File: src/hw/rtl/bvrs_pkg.sv
// Shared constants, command and status codes, and controller/datapath types.
package bvrs_pkg;

    localparam int WORD_WIDTH     = 64;
    localparam int WORDS_PER_LINE = 4;
    localparam int STORE_WORDS    = 1024;

    localparam int LINE_BITS     = WORD_WIDTH * WORDS_PER_LINE;
    localparam int LINE_MAX      = (STORE_WORDS + WORDS_PER_LINE - 1) / WORDS_PER_LINE;
    localparam int CAPACITY_BITS = STORE_WORDS * WORD_WIDTH;

    localparam int CMD_W   = 3;
    localparam int WIDX_W  = 10;
    localparam int DATA_W  = 64;
    localparam int QUERY_W = 16;
    localparam int ANS_W   = 17;
    localparam int ST_W    = 2;
    localparam int CNT_W   = 17;

    localparam int WADDR_W = $clog2(STORE_WORDS);
    localparam int LINE_W  = $clog2(LINE_MAX + 1);
    localparam int BIT_W   = $clog2(WORD_WIDTH);
    localparam int NBYTES  = WORD_WIDTH / 8;
    localparam int BYTE_W  = $clog2(NBYTES);

    localparam logic [CMD_W-1:0] CMD_WRITE   = 3'd0;
    localparam logic [CMD_W-1:0] CMD_BUILD   = 3'd1;
    localparam logic [CMD_W-1:0] CMD_RANK1   = 3'd2;
    localparam logic [CMD_W-1:0] CMD_SELECT1 = 3'd3;
    localparam logic [CMD_W-1:0] CMD_SELECT0 = 3'd4;

    localparam logic [ST_W-1:0] ST_OK      = 2'd0;
    localparam logic [ST_W-1:0] ST_RANGE   = 2'd1;
    localparam logic [ST_W-1:0] ST_UNBUILT = 2'd2;

    typedef enum logic [2:0] {
        RES_OK      = 3'd0,
        RES_RANGE   = 3'd1,
        RES_UNBUILT = 3'd2,
        RES_ACC     = 3'd3,
        RES_POS     = 3'd4
    } res_t;

    typedef struct packed {
        logic load;
        logic wr_word;
        logic b_init;
        logic word_rd;
        logic b_wr;
        logic b_end;
        logic r_rd_rank;
        logic r_init;
        logic r_acc;
        logic s_init;
        logic s_rd_mid;
        logic s_cmp;
        logic s_rd_hit;
        logic s_hit;
        logic s_found;
        logic s_next;
        logic s_byte;
        logic res_set;
        res_t res_code;
        logic out_load;
    } ctl_t;

    typedef struct packed {
        logic [CMD_W-1:0] cmd;
        logic widx_ok;
        logic dir_valid;
        logic lines_zero;
        logic q_ok;
        logic build_last;
        logic rank_last;
        logic lo_lt_hi;
        logic lo_zero;
        logic hit_found;
        logic scan_last;
        logic out_free;
    } stat_t;

endpackage

File: src/hw/rtl/bvrs_ctrl.sv
// Controller: sequences builds, rank scans and select searches.
module bvrs_ctrl import bvrs_pkg::*;
(
    input  logic  clk,
    input  logic  rst_n,
    input  logic  req_valid,
    output logic  req_ready,
    input  stat_t stat,
    output ctl_t  ctl
);

    typedef enum logic [18:0] {
        S_IDLE     = 19'h00001,
        S_DISPATCH = 19'h00002,
        S_B_RD     = 19'h00004,
        S_B_WR     = 19'h00008,
        S_B_END    = 19'h00010,
        S_RK_RANK  = 19'h00020,
        S_RK_RD    = 19'h00040,
        S_RK_ACC   = 19'h00080,
        S_RK_DONE  = 19'h00100,
        S_SL_MID   = 19'h00200,
        S_SL_CMP   = 19'h00400,
        S_SL_HIT   = 19'h00800,
        S_SL_RD    = 19'h01000,
        S_SL_SCAN  = 19'h02000,
        S_SL_BYTE  = 19'h04000,
        S_SL_BIT   = 19'h08000,
        S_FIN      = 19'h10000,
        S_SPARE0   = 19'h20000,
        S_SPARE1   = 19'h40000
    } state_t;

    state_t state_reg;
    state_t state_next;

    assign req_ready = (state_reg == S_IDLE);

    always_ff @(posedge clk or negedge rst_n)
    begin
        if (!rst_n)
            state_reg <= S_IDLE;
        else
            state_reg <= state_next;
    end

    always_comb
    begin
        state_next   = state_reg;
        ctl          = '0;
        ctl.res_code = RES_OK;
        unique case (state_reg)
            S_IDLE:
            begin
                if (req_valid)
                begin
                    ctl.load   = 1'b1;
                    state_next = S_DISPATCH;
                end
            end
            S_DISPATCH:
            begin
                ctl.res_set = 1'b1;
                state_next  = S_FIN;
                priority if (stat.cmd == CMD_WRITE)
                begin
                    ctl.wr_word  = stat.widx_ok;
                    ctl.res_code = stat.widx_ok ? RES_OK : RES_RANGE;
                end
                else if (stat.cmd == CMD_BUILD)
                begin
                    ctl.res_set = 1'b0;
                    ctl.b_init  = 1'b1;
                    state_next  = stat.lines_zero ? S_B_END : S_B_RD;
                end
                else if (stat.cmd != CMD_RANK1 && stat.cmd != CMD_SELECT1
                         && stat.cmd != CMD_SELECT0)
                    ctl.res_code = RES_RANGE;
                else if (!stat.dir_valid)
                    ctl.res_code = RES_UNBUILT;
                else if (!stat.q_ok)
                    ctl.res_code = RES_RANGE;
                else if (stat.cmd == CMD_RANK1)
                begin
                    ctl.res_set   = 1'b0;
                    ctl.r_rd_rank = 1'b1;
                    state_next    = S_RK_RANK;
                end
                else
                begin
                    ctl.res_set = 1'b0;
                    ctl.s_init  = 1'b1;
                    state_next  = S_SL_MID;
                end
            end
            S_B_RD:
            begin
                ctl.word_rd = 1'b1;
                state_next  = S_B_WR;
            end
            S_B_WR:
            begin
                ctl.b_wr   = 1'b1;
                state_next = stat.build_last ? S_B_END : S_B_RD;
            end
            S_B_END:
            begin
                ctl.b_end   = 1'b1;
                ctl.res_set = 1'b1;
                state_next  = S_FIN;
            end
            S_RK_RANK:
            begin
                ctl.r_init = 1'b1;
                state_next = S_RK_RD;
            end
            S_RK_RD:
            begin
                ctl.word_rd = 1'b1;
                state_next  = S_RK_ACC;
            end
            S_RK_ACC:
            begin
                ctl.r_acc  = 1'b1;
                state_next = stat.rank_last ? S_RK_DONE : S_RK_RD;
            end
            S_RK_DONE:
            begin
                ctl.res_set  = 1'b1;
                ctl.res_code = RES_ACC;
                state_next   = S_FIN;
            end
            S_SL_MID:
            begin
                priority if (stat.lo_lt_hi)
                begin
                    ctl.s_rd_mid = 1'b1;
                    state_next   = S_SL_CMP;
                end
                else if (stat.lo_zero)
                begin
                    ctl.res_set  = 1'b1;
                    ctl.res_code = RES_RANGE;
                    state_next   = S_FIN;
                end
                else
                begin
                    ctl.s_rd_hit = 1'b1;
                    state_next   = S_SL_HIT;
                end
            end
            S_SL_CMP:
            begin
                ctl.s_cmp  = 1'b1;
                state_next = S_SL_MID;
            end
            S_SL_HIT:
            begin
                ctl.s_hit  = 1'b1;
                state_next = S_SL_RD;
            end
            S_SL_RD:
            begin
                ctl.word_rd = 1'b1;
                state_next  = S_SL_SCAN;
            end
            S_SL_SCAN:
            begin
                priority if (stat.hit_found)
                begin
                    ctl.s_found = 1'b1;
                    state_next  = S_SL_BYTE;
                end
                else if (stat.scan_last)
                begin
                    ctl.res_set  = 1'b1;
                    ctl.res_code = RES_RANGE;
                    state_next   = S_FIN;
                end
                else
                begin
                    ctl.s_next = 1'b1;
                    state_next = S_SL_RD;
                end
            end
            S_SL_BYTE:
            begin
                ctl.s_byte = 1'b1;
                state_next = S_SL_BIT;
            end
            S_SL_BIT:
            begin
                ctl.res_set  = 1'b1;
                ctl.res_code = RES_POS;
                state_next   = S_FIN;
            end
            S_FIN:
            begin
                if (stat.out_free)
                begin
                    ctl.out_load = 1'b1;
                    state_next   = S_IDLE;
                end
            end
            default:
                state_next = S_IDLE;
        endcase
    end

endmodule

File: config.mk
export PLATFORM = sky130hd
export DESIGN_NAME = bvrs_ctrl
export DESIGN_NICKNAME = d
export VERILOG_FILES = /design/src/hw/rtl/bvrs_pkg.sv /design/src/hw/rtl/bvrs_ctrl.sv
export SDC_FILE = /design/constraint.sdc
export NUM_CORES = 1
export LEC_CHECK = 0
export ABC_AREA = 1
export BUFFER_PORTS_ARGS = -buffer_cell sky130_fd_sc_hd__buf_2
export CAP_MARGIN = 40
export CORE_MARGIN = 10
export CORE_UTILIZATION = 40
export CTS_CLUSTER_DIAMETER = 120
export DETAILED_ROUTE_END_ITERATION = 8
export GPL_TIMING_DRIVEN = 0
export PLACE_DENSITY = 0.61
export SETUP_SLACK_MARGIN = 0.5
export SLEW_MARGIN = 40
export SYNTH_ARGS = -nofsm -noshare
export SYNTH_HDL_FRONTEND = slang
export SYNTH_SLANG_ARGS = --single-unit
File: constraint.sdc
create_clock -name clk -period 1.6 [get_ports clk]
set_input_delay 0.16 -clock clk [delete_from_list [all_inputs] [get_ports clk]]
set_output_delay 0.16 -clock clk [all_outputs]
set_load 0.02 [all_outputs]
* After elaboration in Yosys (flattened, before gate mapping)
Cells that the tools add are included.
W data, S select, Z words.
** Storage, ports and cells
- Register bits after elaboration :: 19
- Bits in latches :: 0
- Memory bits (writable) :: 0
- ROM bits :: 0
- Bits of input ports :: 17
- Output and inout bits :: 23
- Logic and storage cells :: 103
- Memories kept :: 0
** Operators by class
- Add/subtract/negate cells :: 0
- $mul :: 0
- Div/mod/pow operators :: 0
- Magnitude comparators :: 0
- Equality and inequality tests :: 24
- Shift-type cells :: 0
- Multiplexer cells :: 72
- Bitwise gates (word level) :: 0
- Reduce and logical (&&, ||, !) cells :: 6
** Operators with widths (number)
- $pmux W19 S15 :: 1
- $mux W19 :: 9
- $mux W1 :: 44
- $mux W17 :: 2
- $eq A19 B1 Y1 const B :: 1
- $eq A19 B10 Y1 const B :: 1
- $eq A19 B11 Y1 const B :: 1
- $eq A19 B12 Y1 const B :: 1
- $eq A19 B13 Y1 const B :: 1
- $eq A19 B14 Y1 const B :: 1
- $eq A19 B15 Y1 const B :: 1
- $eq A19 B16 Y1 const B :: 1
- $eq A19 B17 Y1 const B :: 1
- $eq A19 B2 Y1 const B :: 1
- $eq A19 B3 Y1 const B :: 1
- $eq A19 B4 Y1 const B :: 1
- $eq A19 B5 Y1 const B :: 1
- $eq A19 B6 Y1 const B :: 1
- $eq A19 B7 Y1 const B :: 1
- $eq A19 B8 Y1 const B :: 1
- $eq A19 B9 Y1 const B :: 1
- $mux W4 :: 4
- $pmux W3 S5 :: 1
- $mux W2 :: 6
- other kinds (13) :: 18

* Longest topological paths before layout
Gate-level depths: netlist of run 1.
- Word-level depth :: 8
- Gate-level depth with buffers :: 10

* Least setup slack after synthesis of run 1
Ideal clock, no wire load.
- Kind :: register to output
- Start point :: register state_reg[12]
- End point :: output port ctl[2] (netlist bit)
- Arrival time :: 1534 ps
- Path slack :: -94 ps
- Cell stages (with the launch flop) :: 6
- Cell sequence :: dfrtp_1 -> nor2_1 -> nand2_2 -> nor2_8 -> nand3_4 -> o31ai_1
** RTL lines
- start, declared :: RTL line bvrs_ctrl.sv:34 : state_t state_reg;
- start signal, assigned :: RTL line bvrs_ctrl.sv:44 : state_reg <= state_next;
- end, declared :: RTL line bvrs_ctrl.sv:9 : output ctl_t ctl

==> results of run 1 <==
==> power by group <==
group	switching, mW	internal [mW]
Sequential	0.0532	0.476
Combinational	0.797	0.709
Clock	0.154	0.0975
==> cell type report <==
class	instances	area (um2)
tap	44	55.05
clock buffer	4	26.28
fill	177	489.2
multi-input combinational	125	1042
sequential	17	427.9
inverter	43	166.4
timing repair buffer	94	845.8
==> repair_timing <==
| action | 4_1_cts | 5_1_grt |
|---|---|---|
| setup buffers | 40 | 14 |
| endpoints found under the hold margin | 16 | 0 |
| resized for setup | 89 | 36 |
| pin swaps | 22 | 16 |
| endpoints found under the setup margin | 40 | 40 |
| hold buffers | 1 | 0 |
==> cells in the final DEF, fill, tap and decap left out, types with 3 or more instances in the layout <==
cell type and instances:
sky130_fd_sc_hd__buf_6 44, sky130_fd_sc_hd__buf_4 32, sky130_fd_sc_hd__inv_1 27, sky130_fd_sc_hd__nor2_1 20, sky130_fd_sc_hd__nand2_1 16, sky130_fd_sc_hd__buf_2 16
sky130_fd_sc_hd__dfrtp_1 15, sky130_fd_sc_hd__inv_2 14, sky130_fd_sc_hd__nor2_2 13, sky130_fd_sc_hd__nor2_4 13, sky130_fd_sc_hd__nand3_4 12, sky130_fd_sc_hd__nand3_1 6
sky130_fd_sc_hd__nor3_1 6, sky130_fd_sc_hd__nor3_2 5, sky130_fd_sc_hd__nand2_4 4, sky130_fd_sc_hd__nand2_2 4, sky130_fd_sc_hd__nand4_1 4, sky130_fd_sc_hd__nand3_2 3
sky130_fd_sc_hd__clkbuf_4 3
==> metal layers <==
| metal | up-vias | routed length, um | track usage [%] | share of wire (%) |
|---|---|---|---|---|
| met5 | - | 0 | 0 | 0 |
| li1 | 785 | - | - | - |
| met4 | 0 | 110 | 6.691 | 2.2 |
| met3 | 11 | 242 | 3.184 | 4.9 |
| met1 | 748 | 1970 | 16.99 | 40 |
| met2 | 57 | 2651 | 28.57 | 53 |
==> worst paths after layout <==
| kind | startpoint | endpoint | slack, ns | cells after the start |
|---|---|---|---|---|
| worst max register to register | state_reg[4] | state_reg[3] | -0.23 | 11 |
| worst min-delay path | stat[5] | state_reg[6] | 0.04 | 2 |
| worst min register to register | state_reg[9] | state_reg[12] | 0.71 | 3 |
| min in group asynchronous | rst_n | state_reg[7] | 0.31 | 2 |
| max in group asynchronous | rst_n | state_reg[0] | 0.97 | 2 |
| worst max-delay path | state_reg[4] | ctl[6] | -0.42 | 8 |
==> cells by family after synthesis <==
kind of cell / count (synthesis) / share of synthesized area, %
buffers and inverters: 43 / 12.59
AND/OR/NAND/NOR: 113 / 46.83
flip-flops: 17 / 33.27
AO/OA/AOI/OAI: 12 / 7.318
==> worst max-delay path, cell delays in order (launching register included) <==
cell,delay (ns)
sky130_fd_sc_hd__dfrtp_1,0.44
sky130_fd_sc_hd__nor2_2,0.17
sky130_fd_sc_hd__nand2_2,0.13
sky130_fd_sc_hd__nor2_8,0.22
sky130_fd_sc_hd__nand3_4,0.11
sky130_fd_sc_hd__nor2_4,0.16
sky130_fd_sc_hd__inv_1,0.11
sky130_fd_sc_hd__nor2_4,0.08
sky130_fd_sc_hd__buf_4,0.14
==> out/results.ini, run 1 <==
[run_status]
outcome=complete, but fails checks
violations=setup timing

[placement]
dp_hpwl_mm=2.914
placed_cell_area_mm2=0.001647
portBuffers=39
dpl_worst_slack_ns=-0.1328
globalplace.congestion=0.8272
dpl.cell_count=268

[synth]
dominant_synthesized_flop_cell=sky130_fd_sc_hd__dfrtp_1
synth_enable_flop_cells=0
yosysUniqueCellTypes=26
library_cell_with_the_largest_summed_area_after_synthesis=sky130_fd_sc_hd__dfrtp_1
synth_area_mm2=0.001282
ranking_of_synthesized_cells_by_area=sky130_fd_sc_hd__dfrtp_1 (31%), sky130_fd_sc_hd__nor2_1 (12%), sky130_fd_sc_hd__inv_1 (12%), sky130_fd_sc_hd__nand2_1 (5.9%), sky130_fd_sc_hd__nand3_1 (5.9%)
post_synth.cell_area_avg_um2=6.932
synth_nets=202
synthTopCellsByCount=sky130_fd_sc_hd__nor2_1 (42), sky130_fd_sc_hd__inv_1 (41), sky130_fd_sc_hd__nand2_1 (20)
synth-warning-count=0
async_flop_share_pct=100.0
yosysMostFrequentCell=sky130_fd_sc_hd__nor2_1
synth_largest_type_area_fraction_pct=31.22
ys_seq_elements=17
synth_seq_area_share_pct=33.27
postSynthCellCount=185

[clocking]
clk-insertion-delay-late_ns=0.31
number_of_buffers_inserted_during_clock_tree_synthesis=3
cts-root-to-sink-buffers=2
tritoncts_clock_tree=built
cts_max_level=1
tritoncts_num_sinks=17
clk_pin_slew_worst_paths_ns=0.11
root_buffer=sky130_fd_sc_hd__clkbuf_4

[floorplanning]
row_count=20
die_h_um=76.63
fp.coreArea_mm2=0.003053
die_width_um=76.63
i_o_pins=40
initial_core_util_pct=42.01
die_area_mm2=0.005871

[cells_and_area]
instances_no_fill=327
largest_register_ff_count=17
drive_above_1_share_pct=63.96
fin_nets=301
layout.cell_area.non_filler_mm2=0.002564
antenna_cells_inserted=0
post-route-util_pct=83.98
layout_area_overhead_pct=99.90

[drt]
routedWlPerCell_um=15.21
final_antenna_net_count=0
drt_first_pass_iters=4
dr_total_vias=1601
routed_via_density=4.896
dr.first_iter.drc_count=116
drt-total-wl_mm=4.974
remaining_drc_errors=0

[timing]
timing.final.setup_violations=28
final_worst_path_cycle_share_pct=126.1
timing.final.crit_period_ns=2.017
rsz0062_at_grt=yes
fmax_ghz=0.4958
max_slew.worst_pin.slew_ns=0.6031
slew_viol_final=0
timing_hold_violations_final=0
setup-tns-final_ns=-7.946
hold-worst-slack_ns=0.04214
worst_slew_margin_pct=59.49
layout_setup_ws_ns=-0.4169
final.setup_skew_ns=0.004685

[grt]
grt-ovfl-total=0
grt_pass1_wl_mm=7.645
first_global_vias=1676
grt_resource_usage_total_pct=15.67
grt_start_max_net_pins=18
number_of_antenna_violations_at_the_first_check_in_global_routing=0

[pwr]
leakagePower_nw=1.288
power.ir.vdd_worst_uv=592.2
fin_total_pwr_mw=2.286
power-per-cell-area_mw_per_mm2=891.9

[setup_path]
worst_setup_path_start_kind=register
worst-path-max-fanout=6
setup.worst_path.end_class=output pin
timing.critical_path.arrival_ns=1.86
setup.worst_path.class=reg -> out
worst_ep_required_time_ns=1.44

[job]
cap_viol_max_count=0

[hold_path]
hold_path.class=in -> reg

(Power assumes the default switching activity.)
==> run 2: changes to the inputs <==
--- a/config.mk
+++ b/config.mk
@@ -12,7 +12,6 @@
 export CORE_UTILIZATION = 40
 export CTS_CLUSTER_DIAMETER = 120
 export DETAILED_ROUTE_END_ITERATION = 8
-export GPL_TIMING_DRIVEN = 0
 export PLACE_DENSITY = 0.61
 export SETUP_SLACK_MARGIN = 0.5
 export SLEW_MARGIN = 40
==> out/results.ini, run 2 (synthesis gave the netlist of run 1 again) <==
[run_status]
outcome=complete, but fails checks
violations=setup timing

[setup_path]
worst_ep_required_time_ns=1.44
reg2reg_to=state_reg[0]
setup.worst_path.end_class=output pin
worst_path_largest_cell_delay_ns=0.58
setup.worst_path.class=reg -> out
timing.critical_path.arrival_ns=1.80
worst_setup_path_start_kind=register
timing.critical_path.buf_inv=3
rrSetupSlack_ns=-0.20
r2r.worst_path.cells=15
worstPathCellList=nor2_4 -> nand2_2 -> buf_6 -> inv_8 -> nand3_2 -> nand2_2 -> a21oi_2 -> nand2_2 -> buf_6
worst_setup_path_startpoint=state_reg[0]
r2r-start=state_reg[0]
critical_path.most_common_cell=sky130_fd_sc_hd__nand2_2
crit_slowest_cell=sky130_fd_sc_hd__dfstp_2
path_delay_family=flip-flops
worst-path-max-fanout=4

[grt]
number_of_antenna_violations_at_the_first_check_in_global_routing=0
grt_resource_usage_total_pct=15.42
grt_start_max_net_pins=18
grt-ovfl-total=0
first_global_vias=1666
grt_pass1_wl_mm=7.562

[cells_and_area]
antenna_cells_inserted=0
layout_area_overhead_pct=89.56
layout_common_cells=sky130_fd_sc_hd__buf_6 (36), sky130_fd_sc_hd__buf_4 (36), sky130_fd_sc_hd__inv_1 (28)
drive_above_1_share_pct=61.79
largest_register_ff_count=17
instances_no_fill=324
fin_nets=298

[job]
cap_viol_max_count=0

[pwr]
combinationalPowerShare_pct=65.1
switching_power_of_the_nets_mw=1.005
clock_power_share_pct=11.3
power.ir.vdd_worst_uv=616.8
leakagePower_nw=1.258
internal_power_mw=1.236
seqPwrFrac_pct=23.6
netSwitchingFraction_pct=44.85
power-per-cell-area_mw_per_mm2=921.5

[timing]
timing.final.crit_period_ns=1.965
timing.final.setup_violations=26
final.setup_skew_ns=0.008624
rsz0062_at_grt=yes
hold-worst-slack_ns=0.02243
final_worst_path_cycle_share_pct=122.8
slew_viol_final=0
max_slew.worst_pin.slew_ns=0.4048
layout_setup_ws_ns=-0.3645
timing_hold_violations_final=0
fmax_ghz=0.5090
setup-tns-final_ns=-6.519
worst_slew_margin_pct=73.01

[drt]
routedWlPerCell_um=15.19
remaining_drc_errors=0
dr.first_iter.drc_count=130
routed_via_density=4.889
final_antenna_net_count=0
drt-total-wl_mm=4.921
dr_total_vias=1584
drt_first_pass_iters=5

[clocking]
clk_pin_slew_worst_paths_ns=0.11
clk-insertion-delay-late_ns=0.31
cts_max_level=1
cts-root-to-sink-buffers=2
tritoncts_num_sinks=17
root_buffer=sky130_fd_sc_hd__clkbuf_4
number_of_buffers_inserted_during_clock_tree_synthesis=3
tritoncts_clock_tree=built

[floorplanning]
die_h_um=76.63
die_area_mm2=0.005871
initial_core_util_pct=42.01
i_o_pins=40
fp.coreArea_mm2=0.003053
row_count=20
die_width_um=76.63

[hold_path]
holdCritStartpoint=stat[5]
hold-path-endpoint=state_reg[6]
holdPathStages=2
hold_path.class=in -> reg

[placement]
dp_hpwl_mm=3.143
portBuffers=39
globalplace.congestion=0.7991
dpl_worst_slack_ns=-0.06147
dpl.cell_count=287

[run 2: changes by cell type in the layout (fill, tap and decap cells not counted), moves of 2 or more]
| cell | previous run | this run |
|---|---|---|
| sky130_fd_sc_hd__buf_6 | 44 | 36 |
| sky130_fd_sc_hd__nor2_1 | 20 | 25 |
| sky130_fd_sc_hd__buf_4 | 32 | 36 |
| sky130_fd_sc_hd__nand3_2 | 3 | 7 |
| sky130_fd_sc_hd__nand3_4 | 12 | 8 |
| sky130_fd_sc_hd__inv_2 | 14 | 11 |
| sky130_fd_sc_hd__nor2_2 | 13 | 10 |
| sky130_fd_sc_hd__nand2_2 | 4 | 6 |
| sky130_fd_sc_hd__nand2_4 | 4 | 2 |
| sky130_fd_sc_hd__nor2_4 | 13 | 11 |
| sky130_fd_sc_hd__o21ai_2 | 2 | 4 |
[run 2: worst max path at each step]
stage / to / slack, ns / depth (start not counted)
finish: ctl[4] / -0.36 / 9
detailed placement: ctl[4] / -0.06 / 8
CTS: ctl[4] / -0.35 / 8
global route: ctl[4] / -0.45 / 8
global placement: ctl[1] / -0.06 / 8
floorplan: ctl[20] / 0.13 / 5
[run 2: power by group through the flow]
stage / sequential [mW] / clock, mW / combinational [mW]
6_report: 0.529 / 0.252 / 1.46
4_1_cts: 0.516 / 0.251 / 1.23
5_1_grt: 0.531 / 0.280 / 1.55
3_5_place_dp: 0.530 / 0 / 0.809
2_1_floorplan: 0.514 / 0 / 0.587
3_3_place_gp: 0.528 / 0 / 0.790
[run 2: repair_timing]
item	CTS	global route
buffers inserted	23	8
pin swaps	16	14
endpoints found under the setup margin	40	40
cloned	1	0
resized for setup	66	38
hold endpoints to repair	16	0
hold buffers	1	0
[run 2: through the flow]
step	util [%]	power, mW	area (um2)
2_1_floorplan	-	1.101	1396
3_3_place_gp	58.61	1.319	1789
3_5_place_dp	58.61	1.339	1789
4_1_cts	72.95	1.994	2227
5_1_grt	79.63	2.365	2431
6_report	79.63	2.240	2431
[run 2: cell type report]
type	instances	area (um2)
multi-input cells	126	973.4
repair buffers	90	770.7
fillers	192	621.8
flip-flops and latches	17	427.9
inverters	43	176.4
well taps	44	55.05
clock buffers	3	22.52
clock inverters	1	5.005
[run 2: per-layer routing]
layer	GRT usage [%]	routed length, um	vias to the layer above
met5	0	0	-
met4	6.877	106	0
met3	3.538	234	10
met2	26.36	2449	48
met1	17.81	2131	753
li1	-	-	773
